`src/rtl/source_char_tokenizer_assert.svh`:
```
// Assertion macros shared by the tokenizer RTL.
// Each macro expects clk and rst_n to be visible at the point of use.
`ifndef SOURCE_CHAR_TOKENIZER_ASSERT_SVH
`define SOURCE_CHAR_TOKENIZER_ASSERT_SVH

`ifndef SYNTH

// Check that expr holds at every clock edge outside reset.
`define SCT_ASSERT_ALWAYS(label, expr) \
    label: assert property (@(posedge clk) disable iff (!rst_n) (expr)) \
        else $error("tokenizer assertion failed");

// Check that cons holds at every edge where ante holds.
`define SCT_ASSERT_IMPLIES(label, ante, cons) \
    label: assert property (@(posedge clk) disable iff (!rst_n) (ante) |-> (cons)) \
        else $error("tokenizer assertion failed");

`else

`define SCT_ASSERT_ALWAYS(label, expr)
`define SCT_ASSERT_IMPLIES(label, ante, cons)

`endif

`endif

```
`src/rtl/sct_pkg.sv`:
```
package sct_pkg;

    localparam int KIND_W       = 5;
    localparam int KEYWORDS     = 6;
    localparam int KW_MAX_CHARS = 6;
    localparam int QUEUE_DEPTH  = 4;

    // Token slots carried by one queue entry, in emission order
    localparam int SLOTS       = 3;
    localparam int SLOT_FIRST  = 0;
    localparam int SLOT_SECOND = 1;
    localparam int SLOT_END    = 2;

    typedef enum logic [KIND_W-1:0] {
        KIND_INT    = 5'd0,
        KIND_FLOAT  = 5'd1,
        KIND_BOOL   = 5'd2,
        KIND_STRING = 5'd3,
        KIND_COUT   = 5'd4,
        KIND_CIN    = 5'd5,
        KIND_IDENT  = 5'd6,
        KIND_NUMBER = 5'd7,
        KIND_PLUS   = 5'd8,
        KIND_MINUS  = 5'd9,
        KIND_MUL    = 5'd10,
        KIND_DIV    = 5'd11,
        KIND_ASSIGN = 5'd12,
        KIND_SEMI   = 5'd13,
        KIND_LSHIFT = 5'd14,
        KIND_RSHIFT = 5'd15,
        KIND_END    = 5'd16
    } token_kind_t;

    typedef enum logic [4:0] {
        MODE_IDLE   = 5'b00001,
        MODE_IDENT  = 5'b00010,
        MODE_NUMBER = 5'b00100,
        MODE_LT     = 5'b01000,
        MODE_GT     = 5'b10000
    } scan_mode_t;

    // Keyword spellings, first character in the lowest byte
    localparam logic [8*KW_MAX_CHARS-1:0] KW_TEXT [KEYWORDS] = '{
        48'h000000746E69,   // int
        48'h0074616F6C66,   // float
        48'h00006C6F6F62,   // bool
        48'h676E69727473,   // string
        48'h000074756F63,   // cout
        48'h0000006E6963    // cin
    };

    localparam logic [2:0] KW_LEN [KEYWORDS] = '{
        3'd3, 3'd5, 3'd4, 3'd6, 3'd4, 3'd3
    };

    // Map an identifier to its keyword kind; len is zero for lengths above six
    function automatic token_kind_t keyword_kind(
        input logic [8*KW_MAX_CHARS-1:0] pfx,
        input logic [2:0]                len
    );
        token_kind_t kind;
        logic        hit;
        kind = KIND_IDENT;
        for (int k = KEYWORDS - 1; k >= 0; k--)
        begin
            hit = (len == KW_LEN[k]);
            for (int i = 0; i < KW_MAX_CHARS; i++)
            begin
                if ((3'(i) < KW_LEN[k]) && (pfx[8*i +: 8] != KW_TEXT[k][8*i +: 8]))
                begin
                    hit = 1'b0;
                end
            end
            if (hit)
            begin
                kind = token_kind_t'(KIND_W'(k));
            end
        end
        return kind;
    endfunction

endpackage

```
`src/rtl/sct_queue.sv`:
```
`include "source_char_tokenizer_assert.svh"

module sct_queue
    import sct_pkg::*;
#(
    parameter int WIDTH = 8,
    parameter int DEPTH = 4
) (
    input  logic             clk,
    input  logic             rst_n,
    input  logic             push,
    input  logic [WIDTH-1:0] push_data,
    output logic             full,
    input  logic             pop,
    output logic [WIDTH-1:0] head,
    output logic             empty
);

    // DEPTH is a power of two so the pointers wrap on their own
    localparam int PTR_W   = (DEPTH > 1) ? $clog2(DEPTH) : 1;
    localparam int COUNT_W = $clog2(DEPTH + 1);

    logic [WIDTH-1:0]   entry_reg [DEPTH];
    logic [PTR_W-1:0]   wr_ptr_reg;
    logic [PTR_W-1:0]   wr_ptr_next;
    logic [PTR_W-1:0]   rd_ptr_reg;
    logic [PTR_W-1:0]   rd_ptr_next;
    logic [COUNT_W-1:0] count_reg;
    logic [COUNT_W-1:0] count_next;

    assign full  = (count_reg == COUNT_W'(DEPTH));
    assign empty = (count_reg == '0);
    assign head  = entry_reg[rd_ptr_reg];

    // Advance pointers and occupancy
    always_comb
    begin
        wr_ptr_next = push ? wr_ptr_reg + PTR_W'(1) : wr_ptr_reg;
        rd_ptr_next = pop  ? rd_ptr_reg + PTR_W'(1) : rd_ptr_reg;
        count_next  = count_reg;
        if (push && !pop)
        begin
            count_next = count_reg + COUNT_W'(1);
        end
        else if (pop && !push)
        begin
            count_next = count_reg - COUNT_W'(1);
        end
    end

    always_ff @(posedge clk or negedge rst_n)
    begin
        if (!rst_n)
        begin
            wr_ptr_reg <= '0;
            rd_ptr_reg <= '0;
            count_reg  <= '0;
        end
        else
        begin
            wr_ptr_reg <= wr_ptr_next;
            rd_ptr_reg <= rd_ptr_next;
            count_reg  <= count_next;
        end
    end

    // Store pushed entries
    always_ff @(posedge clk)
    begin
        if (push)
        begin
            entry_reg[wr_ptr_reg] <= push_data;
        end
    end

    `SCT_ASSERT_IMPLIES(no_push_when_full, push, !full)
    `SCT_ASSERT_IMPLIES(no_pop_when_empty, pop, !empty)
    `SCT_ASSERT_ALWAYS(count_in_range, count_reg <= COUNT_W'(DEPTH))

endmodule

```
`src/rtl/sct_front.sv`:
```
module sct_front
    import sct_pkg::*;
#(
    parameter int ADDR_BITS    = 24,
    parameter int LENGTH_BITS  = 16,
    parameter int PREFIX_CHARS = 6,
    parameter int ENTRY_W      = 8
) (
    input  logic               clk,
    input  logic               rst_n,
    input  logic               s_tvalid,
    output logic               s_tready,
    input  logic [7:0]         s_tdata,    // [7:0] ch
    input  logic               s_tlast,    // end_of_source
    input  logic [0:0]         s_tuser,    // [0] char_valid
    input  logic               q_full,
    output logic               q_push,
    output logic [ENTRY_W-1:0] q_data
);

    typedef struct packed {
        logic [KIND_W-1:0]      kind;
        logic [ADDR_BITS-1:0]   start;
        logic [LENGTH_BITS-1:0] length;
    } token_t;

    typedef struct packed {
        logic [SLOTS-1:0]     mask;
        token_t               first;
        token_t               second;
        logic [ADDR_BITS-1:0] end_start;
    } entry_t;

    localparam logic [LENGTH_BITS-1:0] LEN_MAX = {LENGTH_BITS{1'b1}};

    scan_mode_t             mode_reg;
    scan_mode_t             mode_next;
    scan_mode_t             mode_mid;
    logic [ADDR_BITS-1:0]   start_reg;
    logic [ADDR_BITS-1:0]   start_next;
    logic [ADDR_BITS-1:0]   start_mid;
    logic [LENGTH_BITS-1:0] len_reg;
    logic [LENGTH_BITS-1:0] len_next;
    logic [LENGTH_BITS-1:0] len_mid;
    logic [LENGTH_BITS-1:0] len_inc;
    logic [ADDR_BITS-1:0]   pos_reg;
    logic [ADDR_BITS-1:0]   pos_next;
    logic [ADDR_BITS-1:0]   pos_mid;
    logic [7:0]             prefix_reg [PREFIX_CHARS];
    logic [7:0]             prefix_mid [PREFIX_CHARS];

    logic [8*KW_MAX_CHARS-1:0] pfx_reg_flat;
    logic [8*KW_MAX_CHARS-1:0] pfx_mid_flat;
    logic [7:0]                ch;
    logic                      char_valid;
    logic                      accept;
    logic                      rescan;
    entry_t                    entry;

    function automatic logic is_alpha(input logic [7:0] c);
        return c inside {["a":"z"], ["A":"Z"]};
    endfunction

    function automatic logic is_digit(input logic [7:0] c);
        return c inside {["0":"9"]};
    endfunction

    // Length code for the keyword table: zero when too long to be a keyword
    function automatic logic [2:0] short_len(input logic [LENGTH_BITS-1:0] len);
        return (len <= LENGTH_BITS'(KW_MAX_CHARS)) ? len[2:0] : 3'd0;
    endfunction

    assign ch         = s_tdata;
    assign char_valid = s_tuser[0];
    assign s_tready   = !q_full;
    assign accept     = s_tvalid && s_tready;
    assign len_inc    = (len_reg == LEN_MAX) ? len_reg : len_reg + LENGTH_BITS'(1);

    // Flatten the keyword-sized prefix for the table compare
    always_comb
    begin
        for (int i = 0; i < KW_MAX_CHARS; i++)
        begin
            pfx_reg_flat[8*i +: 8] = prefix_reg[i];
            pfx_mid_flat[8*i +: 8] = prefix_mid[i];
        end
    end

    // Scan one transaction: byte first, then the end-of-source flush
    always_comb
    begin
        mode_mid   = mode_reg;
        start_mid  = start_reg;
        len_mid    = len_reg;
        pos_mid    = pos_reg;
        prefix_mid = prefix_reg;
        rescan     = 1'b0;
        entry      = '0;

        if (char_valid)
        begin
            pos_mid = pos_reg + ADDR_BITS'(1);
            case (mode_reg)
                MODE_IDENT, MODE_NUMBER:
                begin
                    if (is_digit(ch) || (mode_reg == MODE_IDENT && is_alpha(ch)))
                    begin
                        // Extend the lexeme, keeping the leading characters
                        for (int i = 0; i < PREFIX_CHARS; i++)
                        begin
                            if (len_reg == LENGTH_BITS'(i))
                            begin
                                prefix_mid[i] = ch;
                            end
                        end
                        len_mid = len_inc;
                    end
                    else
                    begin
                        entry.mask[SLOT_FIRST] = 1'b1;
                        entry.first.kind = (mode_reg == MODE_IDENT)
                            ? keyword_kind(pfx_reg_flat, short_len(len_reg))
                            : KIND_NUMBER;
                        entry.first.start  = start_reg;
                        entry.first.length = len_reg;
                        rescan = 1'b1;
                    end
                end
                MODE_LT, MODE_GT:
                begin
                    mode_mid = MODE_IDLE;
                    if (ch == ((mode_reg == MODE_LT) ? "<" : ">"))
                    begin
                        entry.mask[SLOT_SECOND] = 1'b1;
                        entry.second.kind   = (mode_reg == MODE_LT) ? KIND_LSHIFT
                                                                    : KIND_RSHIFT;
                        entry.second.start  = start_reg;
                        entry.second.length = LENGTH_BITS'(2);
                    end
                    else
                    begin
                        rescan = 1'b1;
                    end
                end
                default:
                begin
                    rescan = 1'b1;
                end
            endcase

            // Scan the byte as the start of a new item
            if (rescan)
            begin
                mode_mid = MODE_IDLE;
                if (is_alpha(ch) || is_digit(ch) || ch == "<" || ch == ">")
                begin
                    start_mid = pos_reg;
                    len_mid   = LENGTH_BITS'(1);
                    if (is_alpha(ch))
                    begin
                        mode_mid      = MODE_IDENT;
                        prefix_mid[0] = ch;
                    end
                    else if (is_digit(ch))
                    begin
                        mode_mid = MODE_NUMBER;
                    end
                    else if (ch == "<")
                    begin
                        mode_mid = MODE_LT;
                    end
                    else
                    begin
                        mode_mid = MODE_GT;
                    end
                end
                else
                begin
                    entry.second.start  = pos_reg;
                    entry.second.length = LENGTH_BITS'(1);
                    entry.mask[SLOT_SECOND] = 1'b1;
                    case (ch)
                        "+":     entry.second.kind = KIND_PLUS;
                        "-":     entry.second.kind = KIND_MINUS;
                        "*":     entry.second.kind = KIND_MUL;
                        "/":     entry.second.kind = KIND_DIV;
                        "=":     entry.second.kind = KIND_ASSIGN;
                        ";":     entry.second.kind = KIND_SEMI;
                        default: entry.mask[SLOT_SECOND] = 1'b0;
                    endcase
                end
            end
        end

        // Flush the pending lexeme and close the source
        if (s_tlast)
        begin
            if (mode_mid == MODE_IDENT || mode_mid == MODE_NUMBER)
            begin
                entry.mask[SLOT_SECOND] = 1'b1;
                entry.second.kind = (mode_mid == MODE_IDENT)
                    ? keyword_kind(pfx_mid_flat, short_len(len_mid))
                    : KIND_NUMBER;
                entry.second.start  = start_mid;
                entry.second.length = len_mid;
            end
            entry.mask[SLOT_END] = 1'b1;
            entry.end_start      = pos_mid;
        end
    end

    // Return to the reset state after the end of a source
    always_comb
    begin
        if (s_tlast)
        begin
            mode_next  = MODE_IDLE;
            start_next = '0;
            len_next   = '0;
            pos_next   = '0;
        end
        else
        begin
            mode_next  = mode_mid;
            start_next = start_mid;
            len_next   = len_mid;
            pos_next   = pos_mid;
        end
    end

    assign q_push = accept && (entry.mask != '0);
    assign q_data = entry;

    always_ff @(posedge clk or negedge rst_n)
    begin
        if (!rst_n)
        begin
            mode_reg  <= MODE_IDLE;
            start_reg <= '0;
            len_reg   <= '0;
            pos_reg   <= '0;
        end
        else if (accept)
        begin
            mode_reg  <= mode_next;
            start_reg <= start_next;
            len_reg   <= len_next;
            pos_reg   <= pos_next;
        end
    end

    // Hold the identifier prefix
    always_ff @(posedge clk)
    begin
        if (accept)
        begin
            prefix_reg <= prefix_mid;
        end
    end

endmodule

```
`src/rtl/sct_back.sv`:
```
`include "source_char_tokenizer_assert.svh"

module sct_back
    import sct_pkg::*;
#(
    parameter int ADDR_BITS   = 24,
    parameter int LENGTH_BITS = 16,
    parameter int ENTRY_W     = 8,
    parameter int DATA_W      = 40
) (
    input  logic               clk,
    input  logic               rst_n,
    input  logic               q_empty,
    input  logic [ENTRY_W-1:0] q_head,
    output logic               q_pop,
    output logic               m_tvalid,
    input  logic               m_tready,
    output logic [DATA_W-1:0]  m_tdata,   // token_start in the low bits, then token_length
    output logic [KIND_W-1:0]  m_tuser,   // [4:0] token_kind
    output logic               m_tlast    // last_token
);

    typedef struct packed {
        logic [KIND_W-1:0]      kind;
        logic [ADDR_BITS-1:0]   start;
        logic [LENGTH_BITS-1:0] length;
    } token_t;

    typedef struct packed {
        logic [SLOTS-1:0]     mask;
        token_t               first;
        token_t               second;
        logic [ADDR_BITS-1:0] end_start;
    } entry_t;

    entry_t           head;
    logic [SLOTS-1:0] done_reg;
    logic [SLOTS-1:0] done_next;
    logic [SLOTS-1:0] pending;
    logic [SLOTS-1:0] sel;
    logic [SLOTS-1:0] rest;
    logic             load;
    token_t           pick;
    logic             valid_reg;
    token_t           tok_reg;
    logic             last_reg;

    assign head    = entry_t'(q_head);
    assign pending = head.mask & ~done_reg;
    assign sel     = pending & (~pending + SLOTS'(1));
    assign rest    = pending & ~sel;
    assign load    = !q_empty && (!valid_reg || m_tready);
    assign q_pop   = load && (rest == '0);

    // Select the earliest token still owed by the head entry
    always_comb
    begin
        if (sel[SLOT_FIRST])
        begin
            pick = head.first;
        end
        else if (sel[SLOT_SECOND])
        begin
            pick = head.second;
        end
        else
        begin
            pick.kind   = KIND_END;
            pick.start  = head.end_start;
            pick.length = '0;
        end
    end

    always_comb
    begin
        done_next = done_reg;
        if (load)
        begin
            done_next = (rest == '0) ? '0 : (done_reg | sel);
        end
    end

    always_ff @(posedge clk or negedge rst_n)
    begin
        if (!rst_n)
        begin
            valid_reg <= 1'b0;
            done_reg  <= '0;
        end
        else
        begin
            done_reg <= done_next;
            if (load)
            begin
                valid_reg <= 1'b1;
            end
            else if (m_tready)
            begin
                valid_reg <= 1'b0;
            end
        end
    end

    // Load the output register
    always_ff @(posedge clk)
    begin
        if (load)
        begin
            tok_reg  <= pick;
            last_reg <= (rest == '0);
        end
    end

    assign m_tvalid = valid_reg;
    assign m_tdata  = DATA_W'({tok_reg.length, tok_reg.start});
    assign m_tuser  = tok_reg.kind;
    assign m_tlast  = last_reg;

    `SCT_ASSERT_IMPLIES(done_within_mask, !q_empty, (done_reg & ~head.mask) == '0)
    `SCT_ASSERT_IMPLIES(head_has_token, !q_empty, head.mask != '0)
    `SCT_ASSERT_IMPLIES(done_clear_when_empty, q_empty, done_reg == '0)

endmodule

```
`src/rtl/source_char_tokenizer.sv`:
```
// Source tokenizer: takes one source byte per transaction (tuser marks a real
// byte, tlast ends the source) and returns tokens, one token per output
// transaction with the kind in tuser, start position and length in tdata, and
// tlast on the last token that a byte causes. A new byte is taken every cycle
// while the four-entry queue between the scanner and the token serializer has
// room; one byte can cause up to three tokens, and the output register sends
// one token per cycle while m_tready is high, so the sustained rate is one byte
// per cycle as long as bytes average at most one token each. A token is held in
// a queue entry and then in the output register after its byte is accepted.
// Position and length counters restart at zero after end of source.
module source_char_tokenizer
    import sct_pkg::*;
#(
    parameter int ADDR_BITS    = 24,
    parameter int LENGTH_BITS  = 16,
    parameter int PREFIX_CHARS = 6
) (
    input  logic              clk,
    input  logic              rst_n,
    input  logic              s_tvalid,
    output logic              s_tready,
    input  logic [7:0]        s_tdata,    // [7:0] ch
    input  logic              s_tlast,    // end_of_source
    input  logic [0:0]        s_tuser,    // [0] char_valid
    output logic              m_tvalid,
    input  logic              m_tready,
    output logic [((ADDR_BITS + LENGTH_BITS + 7) / 8) * 8 - 1:0] m_tdata,
                                          // token_start, token_length
    output logic [KIND_W-1:0] m_tuser,    // [4:0] token_kind
    output logic              m_tlast     // last_token
);

    localparam int TOKEN_W = KIND_W + ADDR_BITS + LENGTH_BITS;
    localparam int ENTRY_W = SLOTS + 2 * TOKEN_W + ADDR_BITS;
    localparam int DATA_W  = ((ADDR_BITS + LENGTH_BITS + 7) / 8) * 8;

    logic               q_full;
    logic               q_push;
    logic [ENTRY_W-1:0] q_data;
    logic               q_pop;
    logic [ENTRY_W-1:0] q_head;
    logic               q_empty;

    sct_front #(
        .ADDR_BITS    (ADDR_BITS),
        .LENGTH_BITS  (LENGTH_BITS),
        .PREFIX_CHARS (PREFIX_CHARS),
        .ENTRY_W      (ENTRY_W)
    ) u_front (
        .clk      (clk),
        .rst_n    (rst_n),
        .s_tvalid (s_tvalid),
        .s_tready (s_tready),
        .s_tdata  (s_tdata),
        .s_tlast  (s_tlast),
        .s_tuser  (s_tuser),
        .q_full   (q_full),
        .q_push   (q_push),
        .q_data   (q_data)
    );

    sct_queue #(
        .WIDTH (ENTRY_W),
        .DEPTH (QUEUE_DEPTH)
    ) u_queue (
        .clk       (clk),
        .rst_n     (rst_n),
        .push      (q_push),
        .push_data (q_data),
        .full      (q_full),
        .pop       (q_pop),
        .head      (q_head),
        .empty     (q_empty)
    );

    sct_back #(
        .ADDR_BITS   (ADDR_BITS),
        .LENGTH_BITS (LENGTH_BITS),
        .ENTRY_W     (ENTRY_W),
        .DATA_W      (DATA_W)
    ) u_back (
        .clk      (clk),
        .rst_n    (rst_n),
        .q_empty  (q_empty),
        .q_head   (q_head),
        .q_pop    (q_pop),
        .m_tvalid (m_tvalid),
        .m_tready (m_tready),
        .m_tdata  (m_tdata),
        .m_tuser  (m_tuser),
        .m_tlast  (m_tlast)
    );

endmodule

```
`config.mk`:
```
export PLATFORM = sky130hd
export DESIGN_NAME = source_char_tokenizer
export DESIGN_NICKNAME = d
export VERILOG_FILES = /design/src/rtl/sct_pkg.sv /design/src/rtl/sct_queue.sv /design/src/rtl/sct_front.sv /design/src/rtl/sct_back.sv /design/src/rtl/source_char_tokenizer.sv
export VERILOG_INCLUDE_DIRS = /design/src /design/src/rtl
export SDC_FILE = /design/constraint.sdc
export NUM_CORES = 1
export LEC_CHECK = 0
export BUFFER_PORTS_ARGS = -buffer_cell sky130_fd_sc_hd__buf_2
export CORE_MARGIN = 2
export CORE_UTILIZATION = 50
export CTS_BUF_LIST = sky130_fd_sc_hd__clkbuf_16
export DETAILED_ROUTE_END_ITERATION = 8
export GPL_ROUTABILITY_DRIVEN = 1
export GPL_TIMING_DRIVEN = 0
export PLACE_DENSITY = 0.69
export SLEW_MARGIN = 25
export SYNTH_ARGS = -nofsm -noshare
export SYNTH_HDL_FRONTEND = slang
export SYNTH_SLANG_ARGS = --single-unit
export TNS_END_PERCENT = 50
```
`constraint.sdc`:
```
create_clock -name clk -period 16 [get_ports clk]
set_input_delay 0.8 -clock clk [delete_from_list [all_inputs] [get_ports clk]]
set_output_delay 0.8 -clock clk [all_outputs]
set_load 0.005 [all_outputs]
```
==> summary.md, run 1 <==
| Metric | Value |
|---|---|
| Worst slack, placed | roughly 11 ns |
| Leak Pwr | between 10 and 15 nW |
| TritonCTS clock tree | done |
| Worst-path fanout max | 42 |
| Register area | 18520 sq um |
| Share of post-route cells with drive strength above 1 | a little under a fifth |
| Synth Instances | approximately 1900 |
| Arr. time, crit path | about 5.2 ns |
| Routed WL | between 70000 and 80000 microns |
| Crit-path cells | clkbuf_1 > a21oi_1 > o2bb2ai_2 > o31a_1 > clkbuf_1 > nand2_1 > a31oi_1 > and2_4 > buf_16 |
| Vias post-DR | 17290 |
| Die Ht | 240.1 microns |
| Overflow left after global routing | 0 |
| Fin area | approximately 32000 sq um |
| ANT cells | 0 |
| Max-cap violations | 0 |
| HP Class | in -> async |
| Die width | between 200 and 250 microns |
| Post-CTS setup buffer count | 0 |
| Mapped cell area | ~28000 sq um |
| Synth top cells by count | 550 x edfxtp_1, 144 x nand2_1, 117 x nor2_1 |
| Seq pwr share | around 43% |
| Power per cell area | roughly 160 nW/um^2 |
| Drt pass-1 iters | 7 |
| Antenna violations before repair | 2 |
| Clock share of power | around a third |
| DR iter-0 viols | around 1800 |
| All-layer global routing usage | between 20% and 30% |
| Most common flop cell mapped by yosys | edfxtp_1 |
| Largest register FFs | approximately 460 |
| Wire length on met1 | 30990 microns |
| Total negative setup slack | 0 ns |
| Top post-synthesis cells by area | edfxtp_1 59%, mux4_2 9.2%, dfrtp_1 7.1% |
| Yosys warning total | 0 |
| Status | finished clean |
| Peak supply drop | approximately 0.000083 V |
| Clk root buf | clkbuf_16 |
| Synth top area share | ~60% |
| Number of gates resized after cts | 0 |
| Most common cell in the netlist | edfxtp_1 |
| Post-route ant nets | 0 |
| DR WL met2 | ~32000 microns |
| Count of cell types in the netlist | 98 |
| Port bufs | 57 |
| Max Slew Vio Count | 0 |
| Worst Skew | approximately 0.026 ns |
| Worst setup margin | between 10 and 15 ns |
| EDFF count, synth | between 500 and 600 |
| Hold_ws | roughly 0.12 ns |
| CP max stage delay | between 0.8 and 0.9 ns |
| Met3 wire len | 5736 microns |
| Minimum clock period | about 5 ns |
| Cell taking the most area after synthesis | edfxtp_1 |
| First-pass GRT wire length | approximately 110000 microns |
| Mapped Nets | 1875 |
| Final Hold Viols | 0 |
| Unrepaired setup endpoints after global routing | false |
| Critical path buffers and inverters | 3 |
| GP Congestion | approximately 0.9 |
| Setup violations, final | 0 |
| CP most frequent cell | clkbuf_1 |
| Uppermost layer routed | met5 |
| WS Path Type | in -> reg |
| DRC violation count after routing | 0 |
| WL per Instance | approximately 25 microns |
| Post-synth ARST share | 12.70% |
| WP data required | ~16 ns |
| Slew Limit Headroom | between 30% and 40% |
| Critical Path End Type | register |
| Worst-margin pin slew | between 1 and 1.5 ns |
| Placement Rows | 86 |
| Comb pwr share | between 20% and 30% |
| Register area share after synthesis | 66.47% |
| Clk sinks | 630 |
| Multi-input gate area | a little under 9000 sq um |
| Startpoint types | input pin |
| Area grow syn2layout | 13.80% |
| Maximum clock rate | about 200 MHz |
| Vias per inst | ~6.2 |
| Cts bufs inserted | 67 |
| Psw | about 1.4 mW |
| CTS max path bufs | 3 |
| Placed instance area | between 20000 and 30000 sq um |
| H-tree level count | 3 |
| CP max stage cell | a31oi_1 |
| Largest net degree at the start of global routing | 43 |
| Die area | about 58000 sq um |
| Net Sw Frac | 29.16% |
| Tcrit/Tclk final | between 30% and 40% |
| IO Count | a little over 60 |
| Worst-path clk slew | approximately 0.06 ns |
| CP delay by family, top | compound AO/OA/AOI/OAI gates |
| Fillers | around 4300 |
| Layout Nets | between 2000 and 2500 |
| Int Pwr | 3.482 mW |
| HPWL after detailed placement | about 48000 microns |
| Core area | about 55000 sq um |
| Vias in the first global route | ~17000 |
| Clock Latency Late Sink | 0.61 ns |
| Initial Util | around half |
| Synthesized area per cell | 15.06 sq um |
| Register bit total from synthesis | 630 |
| Hold_buf cts | 0 |
cell type report:
class                           count  area share [%]
Tap cell                          748           2.952
Clock buffer                       71           5.604
Multi-Input combinational cell   1067           27.64
Buffer                            125           1.614
Inverter                           28          0.3315
Sequential cell                   630           58.41
Clock inverter                     53           1.425
Timing Repair Buffer               72           2.032
worst reg2reg max path: stages, from the launching register on:
cell,delay (ns)
dfrtp_1,0.49
nand2b_1,0.27
or2_1,0.37
o31a_1,0.30
clkbuf_1,0.63
nand2_1,0.37
a31oi_1,0.83
and2_4,0.72
buf_16,0.33
final timing paths:
path | startpoint | endpoint | slack [ns] | depth (start not counted)
max reg2reg | u_front.mode_reg[2]$_DFFE_PN0P_ | u_queue.entry_reg[2][95]$_DFFE_PP_ | 11.32 | 8
max | s_tdata[0] | u_queue.entry_reg[2][95]$_DFFE_PP_ | 11.11 | 9
min | rst_n | u_queue.count_reg[2]$_DFFE_PN0P_ | 0.12 | 1
min reg2reg | u_back.done_reg[2]$_DFFE_PN0P_ | u_back.done_reg[2]$_DFFE_PN0P_ | 0.49 | 1
min in group clk | m_tready | u_back.m_tvalid$_DFFE_PN0P_ | 0.39 | 2
max in group asynchronous | rst_n | u_front.mode_reg[0]$_DFFE_PN1P_ | 15.25 | 2
metrics by stage:
stage               instances  util [%]  power, mW
CTS                      2794     57.54      4.954
global route             2794     57.55      5.114
detailed placement       2670     53.50      3.390
floorplan                1850         -      2.937
global placement         2655     52.79      3.360
finish                   2794     57.55      4.915
cell usage in the layout, fill, tap and decap left out, types with 16 or more instances in the layout:
| cell | count |
|---|---|
| mux2_2 | 20 |
| dfrtp_1 | 79 |
| nor2_1 | 117 |
| edfxtp_1 | 550 |
| clkbuf_1 | 96 |
| clkinv_2 | 16 |
| a21oi_1 | 33 |
| nor4_1 | 19 |
| mux4_2 | 114 |
| a22oi_1 | 16 |
| clkbuf_16 | 71 |
| nand3_1 | 26 |
| nand2b_1 | 17 |
| nand2_1 | 144 |
| a22o_1 | 55 |
| nor3_1 | 28 |
| buf_2 | 70 |
| mux2i_1 | 62 |
| o21ai_0 | 87 |
| xor2_1 | 16 |
| o22ai_1 | 24 |
| inv_1 | 39 |
| and3_1 | 49 |
| nand4_1 | 22 |
| and2_1 | 19 |
| xnor2_1 | 22 |
power by group through the flow:
stage               registers [mW]  logic, mW  clock network (mW)
floorplan                     2.16      0.779                   0
global placement              2.18       1.18                   0
detailed placement            2.15       1.24                   0
CTS                           2.12       1.25                1.59
global route                  2.13       1.33                1.65
finish                        2.12       1.24                1.56
metal layers:
layer,vias to the layer above,track usage [%]
met4,4,7.265
li1,7530,-
met2,753,37.66
met1,8894,37.16
met5,-,0
met3,107,4.856
cells by family after synthesis:
logic type	share of synthesized area [%]
compound gates	7.293
xor+xnor	1.195
buf+inv	2.160
flops	66.47
fa+ha+maj	0.5569
simple gates	9.920
mux	12.41
Power figures use the tool's default switching activity.
==> inputs of run 2 (changes only) <==
--- a/config.mk
+++ b/config.mk
@@ -13,7 +13,7 @@
 export DETAILED_ROUTE_END_ITERATION = 8
 export GPL_ROUTABILITY_DRIVEN = 1
 export GPL_TIMING_DRIVEN = 0
-export PLACE_DENSITY = 0.69
+export PLACE_DENSITY = 0.71
 export SLEW_MARGIN = 25
 export SYNTH_ARGS = -nofsm -noshare
 export SYNTH_HDL_FRONTEND = slang
==> constraint.sdc (replaced) <==
create_clock -name clk -period 4.4 [get_ports clk]
set_input_delay 0.22 -clock clk [delete_from_list [all_inputs] [get_ports clk]]
set_output_delay 0.22 -clock clk [all_outputs]
set_load 0.005 [all_outputs]
==> summary.md, run 2 (same netlist as run 1, synthesis figures left out) <==
| Metric | Value |
|---|---|
| Worst-margin pin slew | 1.002 ns |
| Clock Latency Late Sink | between 0.6 and 0.7 ns |
| Tcrit/Tclk final | a little over nine tenths |
| Drt pass-1 iters | 6 |
| Status | finished clean |
| Vias post-DR | approximately 17000 |
| WL per Instance | around 25 microns |
| HPWL after detailed placement | 47140 microns |
| Minimum clock period | between 4 and 5 ns |
| WS Path Type | reg -> reg |
| WP data required | between 4 and 5 ns |
| Critical Path End Type | register |
| First-pass GRT wire length | about 110000 microns |
| Most common cell after layout, fill and taps aside | edfxtp_1 |
| Initial Util | around half |
| Power per cell area | about 560 nW/um^2 |
| Leak Pwr | 11.19 nW |
| Setup violations, final | 0 |
| Share of post-route cells with drive strength above 1 | 18.22% |
| GP Congestion | between 0.9 and 1 |
| Final Hold Viols | 0 |
| DRC violation count after routing | 0 |
| TritonCTS clock tree | done |
| Area grow syn2layout | 14.14% |
| Startpoint types | register |
| Largest net degree at the start of global routing | 65 |
| Hold_ws | roughly 0.018 ns |
| Slew Limit Headroom | 33.23% |
| Largest register FFs | roughly 460 |
| Total negative setup slack | 0 ns |
| Reg2reg setup slack | a little under 0.2 ns |
| HP Class | in -> async |
| Worst-path fanout max | 43 |
| Vias in the first global route | 17180 |
| Routed WL | approximately 71000 microns |
| Die area | just under 60000 sq um |
| Arr. time, crit path | between 4 and 5 ns |
| Max Slew Vio Count | 0 |
| ANT cells | 0 |
| Clk sinks | 630 |
| Worst reg2reg path endpoint | u_queue.entry_reg[3][9]$_DFFE_PP_ |
| Placement Rows | 86 |
| Critical Path Start | u_front.mode_reg[3]$_DFFE_PN0P_ |
| All-layer global routing usage | about a quarter |
| Port bufs | 57 |
| IO Count | slightly above 60 |
| Post-route ant nets | 0 |
| Worst Skew | 0.03441 ns |
| Most frequent cells in the layout | 550 x edfxtp_1, 144 x nand2_1, 117 x nor2_1 |
| DR iter-0 viols | ~1900 |
| Unrepaired setup endpoints after global routing | false |
| Worst-path clk slew | 0.07 ns |
| H-tree level count | 3 |
| Worst R2R Start | u_front.mode_reg[3]$_DFFE_PN0P_ |
| Overflow left after global routing | 0 |
| Antenna violations before repair | 3 |
| Core area | roughly 55000 sq um |
| Die width | 240.1 microns |
| CTS max path bufs | 3 |
| Cts bufs inserted | 67 |
| Clk root buf | clkbuf_16 |
| Die Ht | about 240 microns |
| Maximum clock rate | 237.7 MHz |
| Layout Nets | slightly above 2000 |
| Vias per inst | approximately 6.2 |
| Peak supply drop | ~0.00032 V |
| Worst setup path end | u_queue.entry_reg[3][9]$_DFFE_PP_ |
| R2R cell count | 8 |
| Max-cap violations | 0 |
==> run 2: critical path, stage by stage, from the launching register on <==
cell and delay [ns]:
dfrtp_1 0.43, nor3_1 0.45, and3_1 0.23, clkbuf_1 0.28, clkbuf_1 0.55, nand2_1 0.43, a31oi_4 0.50, and2_4 0.59
buf_16 0.32
==> run 2: where the power goes <==
group	internal (mW)	switching (mW)	total [mW]
Combinational	1.89	2.64	4.53
Sequential	7.44	0.261	7.70
Clock	3.37	2.34	5.71
==> run 2: metal layers <==
| metal | GRT usage [%] | up-vias | share of wire, % |
|---|---|---|---|
| met4 | 7.397 | 6 | 2.1 |
| met5 | 0 | - | 0.041 |
| met1 | 36.48 | 8905 | 43 |
| met2 | 38.28 | 771 | 46 |
| met3 | 4.799 | 116 | 8.0 |
| li1 | - | 7558 | - |
==> run 2: repair_timing <==
item,CTS,global route
setup endpoints to repair,338,347
gates cloned,0,1
buffers inserted,0,1
resized for setup,2,6
hold endpoints to repair,84,0
hold buffers,3,0
pin swaps,0,2
==> run 2: how the worst min path moves through the flow <==
stage	end	cells past startpoint	slack, ns
finish	u_front.len_reg[2]$_DFFE_PN0P_	2	0.02
global route	u_front.len_reg[12]$_DFFE_PN0P_	2	0.04
CTS	u_front.len_reg[1]$_DFFE_PN0P_	2	0.001
detailed placement	u_front.len_reg[9]$_DFFE_PN0P_	1	0.09
global placement	u_back.m_tvalid$_DFFE_PN0P_	2	0.43
floorplan	u_back.done_reg[0]$_DFFE_PN0P_	0	-0.08
==> run 2: cell type report <==
class / instances / area [sq um]
clock inverter: 52 / 480.5
inverter: 28 / 105.1
sequential: 630 / 18520
buffer: 125 / 513.0
fill: 4267 / 23290
multi-input combinational: 1068 / 8810
tap: 748 / 935.9
clock buffer: 70 / 1752
timing repair buffer: 74 / 686.9
==> run 2: stage by stage <==
| stage | power [mW] | utilization (%) | instance area, sq um | std cells | worst slack [ns] |
|---|---|---|---|---|---|
| 2_1_floorplan | 10.66 | - | 27860 | 1850 | -0.9349 |
| 3_3_place_gp | 12.18 | 52.79 | 29090 | 2655 | -4.261 |
| 3_5_place_dp | 12.33 | 53.50 | 29470 | 2668 | -0.4188 |
| 4_1_cts | 18.07 | 57.63 | 31750 | 2793 | 0.01733 |
| 5_1_grt | 18.67 | 57.72 | 31800 | 2795 | 0.06683 |
| 6_report | 17.94 | 57.72 | 31800 | 2795 | 0.1925 |
